## src/rtl/mlp2_pkg.sv

```systemverilog
`default_nettype none
package mlp2_pkg;
    localparam int MAX_HIDDEN  = 32;
    localparam int MAX_INPUTS  = 32;
    localparam int MAX_OUTPUTS = 16;
    localparam int HW_DEPTH    = MAX_HIDDEN * MAX_INPUTS;
    localparam int OW_COLS     = MAX_HIDDEN + 1;
    localparam int OW_DEPTH    = MAX_OUTPUTS * OW_COLS;
    localparam int HW_AW       = $clog2(HW_DEPTH);
    localparam int OW_AW       = $clog2(OW_DEPTH);
    localparam int IV_AW       = $clog2(MAX_INPUTS);
    localparam int HA_AW       = $clog2(MAX_HIDDEN);
    localparam int ACC_W       = 56;

    localparam logic [1:0] CMD_HW = 2'd0;
    localparam logic [1:0] CMD_OW = 2'd1;
    localparam logic [1:0] CMD_IV = 2'd2;

    localparam logic [1:0] REG_HIDDEN = 2'd0;
    localparam logic [1:0] REG_INPUTS = 2'd1;
    localparam logic [1:0] REG_OUTPUTS = 2'd2;

    typedef struct packed {
        logic       clr;
        logic       mac;
    } t_mac_ctl;

    localparam logic [1:0] SELB_IV   = 2'd0;
    localparam logic [1:0] SELB_HA   = 2'd1;
    localparam logic [1:0] SELB_BIAS = 2'd2;

    // piecewise-linear sigmoid of the rounded Q16 argument
    function automatic logic [16:0] sigmoid_q16(input logic signed [ACC_W-17:0] z);
        logic [ACC_W-17:0] a;
        logic [16:0]       f;
        a = z[ACC_W-17] ? (ACC_W-16)'(-z) : (ACC_W-16)'(z);
        if (a < (ACC_W-16)'(65536))       f = 17'(a >> 2) + 17'd32768;
        else if (a < (ACC_W-16)'(155648)) f = 17'(a >> 3) + 17'd40960;
        else if (a < (ACC_W-16)'(327680)) f = 17'(a >> 5) + 17'd55296;
        else                               f = 17'd65536;
        return z[ACC_W-17] ? 17'd65536 - f : f;
    endfunction
endpackage
`default_nettype wire

```

## src/rtl/mlp2_mac.sv

```systemverilog
`default_nettype none
module mlp2_mac (
    input  wire logic                            i_clk,
    input  wire mlp2_pkg::t_mac_ctl              i_ctl,
    input  wire logic signed [23:0]              i_a,
    input  wire logic signed [24:0]              i_b,
    output logic signed [mlp2_pkg::ACC_W-1:0]    o_acc
);
    import mlp2_pkg::*;
    logic signed [ACC_W-1:0] r_acc;
    logic signed [48:0]      w_prod;
    assign w_prod = i_a * i_b;
    always_ff @(posedge i_clk) begin
        if (i_ctl.clr) begin
            r_acc <= '0;
        end else if (i_ctl.mac) begin
            r_acc <= r_acc + ACC_W'(w_prod);
        end
    end
    assign o_acc = r_acc;
endmodule
`default_nettype wire

```

## config.mk

```make
export PLATFORM = sky130hd
export DESIGN_NAME = mlp2_mac
export DESIGN_NICKNAME = d
export VERILOG_FILES = /design/src/rtl/mlp2_pkg.sv /design/src/rtl/mlp2_mac.sv
export SDC_FILE = /design/constraint.sdc
export NUM_CORES = 2
export LEC_CHECK = 0
export BUFFER_PORTS_ARGS = -buffer_cell sky130_fd_sc_hd__buf_2
export CORE_ASPECT_RATIO = 1.75
export CORE_UTILIZATION = 51
export DETAILED_ROUTE_END_ITERATION = 12
export PLACE_DENSITY = 0.68
export SLEW_MARGIN = 40
export SYNTH_ARGS = -nofsm -noshare
export SYNTH_HDL_FRONTEND = slang
export SYNTH_SLANG_ARGS = --single-unit
```

## constraint.sdc

```tcl
create_clock -name i_clk -period 10 [get_ports i_clk]
set_clock_uncertainty 0.1 [all_clocks]
set_input_delay 1 -clock i_clk [delete_from_list [all_inputs] [get_ports i_clk]]
set_output_delay 1 -clock i_clk [all_outputs]
set_load 0.01 [all_outputs]
```

# Word-level counts from Yosys, hierarchy flattened

Index checks and enable logic that the tools add are counted.

Register bits: 56
Output and inout port bits: 56
Word-level logic and storage cells: 3

$add $sub $neg: 1
Multiply operators: 1

Operators with widths:

| operator                                       | number |
|---|---|
| 56-bit by 49-bit adder with 56-bit output      | 1 |
| 24-bit by 25-bit multiplier with 49-bit output | 1 |

# Depth between registers and ports, before layout

Word-level depth: 2
Gate-level depth with buffers: 28

# Worst setup path before layout

No wires, ideal clock.

Path kind: input to register
From: in i_a[0]
To: reg r_acc[54], in the netlist o_acc[54]
Library setup time: 0.130 ns
Arrival: 7.847 ns
Path slack: 1.923 ns
Cell stages on the path: 25
Path buffers: 2
Cell sequence: clkbuf_1 -> nand2_1 -> inv_1 -> fa_1 -> fa_1 -> inv_1 -> fa_1 -> inv_1 -> fa_1 -> fa_1 -> fa_1 -> inv_1 -> fa_1 -> inv_1 -> ha_1 -> buf_2 -> nand2_1 -> nor4_4 -> nand2_1 -> and3_4 -> o22a_4 -> a2111oi_4 -> nor2_2 -> o211ai_1 -> o221ai_2

Longest elaborated chain between the ends: 2

Ends and longest elaborated chain:

| item                                           | RTL line       | text |
|---|---|---|
| start, declared                                | mlp2_mac.sv:5  | `input wire logic signed [23:0] i_a,` |
| 24-bit by 25-bit multiplier with 49-bit output | mlp2_mac.sv:12 | `assign w_prod = i_a * i_b;` |
| 56-bit by 49-bit adder with 56-bit output      | mlp2_mac.sv:17 | `r_acc <= r_acc + ACC_W'(w_prod);` |
| end signal, assigned                           | mlp2_mac.sv:17 |  |
| end, declared                                  | mlp2_mac.sv:10 | `logic signed [ACC_W-1:0] r_acc;` |

Every way passes these cells.
A chain may end at the register's enable or synchronous reset.

# Worst setup path after layout

From: in i_b[24]
To: reg r_acc[54], in the netlist o_acc[54]

Longest elaborated chain between the ends: 2

Ends and longest elaborated chain:

| item                                           | RTL line       | text |
|---|---|---|
| start, declared                                | mlp2_mac.sv:6  | `input wire logic signed [24:0] i_b,` |
| 24-bit by 25-bit multiplier with 49-bit output | mlp2_mac.sv:12 |  |
| 56-bit by 49-bit adder with 56-bit output      | mlp2_mac.sv:17 |  |

Every way passes these cells.

==> results.json <==
{
  "status": "finished clean",
  "final-seq-area_mm2": 0.00112,
  "crit_fanout": 24,
  "floorplan.initialDensity_pct": 51.7,
  "critPathLaunchType": "input port",
  "finalMaxSlewViolations": 0,
  "worstPathRequired_ns": 10.09,
  "hold_class": "register to register",
  "worstReg2RegEnd": "o_acc[54]",
  "ant_nets": 0,
  "netlist_instances": 2917,
  "muxShareOfSynthArea_pct": 1.33,
  "yosys.area_share.adder_pct": 60.7,
  "cts_tree": "built",
  "die_w_um": 176,
  "core-area_mm2": 0.0525,
  "dp_hpwl_mm": 63.6,
  "cts-root-buf": "clkbuf_16",
  "setup.worst_path.class": "input port to register",
  "gp_congestion": 0.933,
  "grt_overflow": 0,
  "cp-startpoint": "i_b[24]",
  "clock_latency_ns": 0.31,
  "die_h_um": 307,
  "fill_cells": 4824,
  "nets": 3850,
  "setup_ws_ns": 1.37,
  "rr_worst_depth": 17,
  "worst_pin_slew_ns": 0.874,
  "synth_top_area_share_pct": 52.5,
  "routedWlPerCell_um": 20.9,
  "cts.path.max_buffers": 2,
  "max_stage_delay_ns": 0.92,
  "r2r_start": "o_acc[23]",
  "cts_htree_levels": 2,
  "crit_end": "o_acc[54]",
  "vias": 19834,
  "crit_slowest_cell": "fa_1",
  "cp.depth": 24,
  "synthXorXnorAreaFrac_pct": 1.55,
  "synth_seq_cells": 56,
  "multiInputGateArea_mm2": 0.0226,
  "grt_pass1_vias": 22745,
  "async_reset_ff_share_pct": 0,
  "drive_gt1_share_pct": 5.57,
  "fin_crit_sh_pct": 86.3,
  "grt_usage_pct": 29.4,
  "cp_top_family": "adder cells",
  "crit_arrival_ns": 8.71,
  "cts_sinks": 56,
  "post_cts_buffers": 0,
  "grt_antenna_before_repair": 3,
  "cts_buffers": 5,
  "cp.buffers_inverters": 6,
  "dp_slack_ns": 1.07,
  "min_period_ns": 8.63,
  "synth_warnings": 0,
  "synth_common_cells": "749 x inv_1, 712 x fa_1, 387 x nand2_1",
  "finalSetupTns_ns": 0,
  "rsz0062_at_grt": "false",
  "portBuffers": 107,
  "drc": 0,
  "yosysMostFrequentCell": "inv_1",
  "synth_top_family_by_area": "adder cells",
  "final_util_pct": 53.5,
  "cts_hold_buf": 0,
  "fmax_mhz": 116,
  "largest_reg_flops": 56,
  "synth_edf_count": 0,
  "synthTopCellsByArea": "fa_1 53%, inv_1 10%, ha_1 8.1%, and2_1 5.7%, nand2_1 5.4%",
  "die_area_mm2": 0.0542,
  "ys_types": 84,
  "ys_seq_area_share_pct": 4.13,
  "cts.clk_slew.worst_paths_ns": 0.09,
  "path_common_cell": "fa_1",
  "rows": 111,
  "synth_ff_type": "dfxtp_1",
  "yosysTopAreaCell": "fa_1",
  "totalWireLength_mm": 75.1,
  "grt_pass1_wl_mm": 119,
  "synth_area_mm2": 0.0271,
  "cts_resized": 0,
  "slew_headroom_pct": 41.1,
  "first_pass_iters": 5,
  "synth.avg_cell_area_um2": 9.30,
  "yosys.area_share.simple_pct": 14.0,
  "max_cap_viol_count": 0,
  "synth_compound_area_share_pct": 5.55,
  "ff2ff_setup_slack_ns": 3.88,
  "synth_nets": 3857,
  "hold-worst-slack_ns": 0.418,
  "end_kind": "register",
  "ios": 108,
  "setup_viol": 0,
  "finalHoldViolCount": 0,
  "grt_start_max_net_pins": 62,
  "avgViaCountPerCell": 5.52,
  "path_cells": "buf_2 > nand2_1 > inv_1 > fa_1 > fa_1 > inv_1 > fa_1 > inv_1 > fa_1 > fa_1 > fa_1 > inv_1 > fa_1 > inv_1 > ha_1 > nand2_1 > nor4_4 > nand3_1 > and3_4 > o22a_4 > a2111oi_4 > nor2_2 > o211ai_1 > o221ai_2",
  "syn_to_final_growth_pct": 3.59,
  "drt_iter0_markers": 904
}
-- metrics by stage --
step | cells | instance area (um^2)
floorplan | 2917 | 27100
CTS | 3589 | 28100
global placement | 3581 | 28000
finish | 3591 | 28100
global route | 3591 | 28100
detailed placement | 3581 | 28000
-- cell families (layout without fill, tap and decap cells) --
kind of cell	count (synthesis)	after routing
DFF	56	56
AOI/OAI and AO/OA	211	211
other	0	2
xor gates and xnor gates	48	48
muxes	36	36
and+or+nand+nor	797	797
adders and majority gates	888	888
buffers and inverters	881	875
-- cell usage in the layout (no fill, tap or decap), types with 4 or more instances in the layout --
| cell | Yosys | routed |
|---|---|---|
| nand2_1 | 387 | 387 |
| xor2_1 | 15 | 15 |
| nor2_1 | 91 | 91 |
| ha_1 | 176 | 176 |
| a21oi_1 | 69 | 69 |
| mux2i_1 | 36 | 36 |
| nand2b_1 | 5 | 5 |
| a21o_1 | 26 | 26 |
| nand3b_1 | 4 | 4 |
| nand3_1 | 16 | 16 |
| o21bai_1 | 11 | 11 |
| clkbuf_16 | 0 | 5 |
| and3_1 | 5 | 5 |
| a31oi_1 | 10 | 10 |
| buf_4 | 3 | 10 |
| o21ai_0 | 28 | 28 |
| nor3_1 | 10 | 10 |
| nand4_1 | 6 | 6 |
| inv_1 | 749 | 749 |
| xnor2_1 | 33 | 33 |
| buf_2 | 4 | 107 |
| o21a_1 | 7 | 7 |
| dfxtp_1 | 56 | 56 |
| fa_1 | 712 | 712 |
| o211ai_1 | 4 | 4 |
| a211oi_1 | 9 | 9 |
| and2_1 | 249 | 249 |
-- area by class of cell --
cell class	instances	area share (%)
inverter	749	10.0
tap	678	3.02
clock buffer	5	0.445
timing repair buffer	118	2.21
antenna	2	0.0178
sequential	56	3.99
clock inverter	3	0.0757
multi-input combinational	1980	80.2
-- how the worst min path moves through the flow --
stage,from,end,slack (ns),cells past startpoint
after global routing,o_acc[52],o_acc[52],0.45,2
after global placement,o_acc[13],o_acc[13],0.39,2
final,o_acc[13],o_acc[13],0.42,2
after CTS,o_acc[13],o_acc[13],0.41,2
after floorplan,o_acc[13],o_acc[13],0.40,2
after detailed placement,o_acc[13],o_acc[13],0.40,2
-- metal layers --
layer	GRT usage (%)	wire length (um)
met1	27.4	22700
met3	2.50	2630
met2	57.9	43400
met4	21.7	6300
met5	0	10
-- tightest hold or removal path, delay by kind of cell (launching register included) --
family           cells  cell delay, ns
flip-flops           1            0.35
AND/OR/NAND/NOR      1            0.07
AO/OA/AOI/OAI        1            0.05
Power is not shown: default switching activity piles up to over one toggle a cycle in this logic, so the estimate is an artifact.
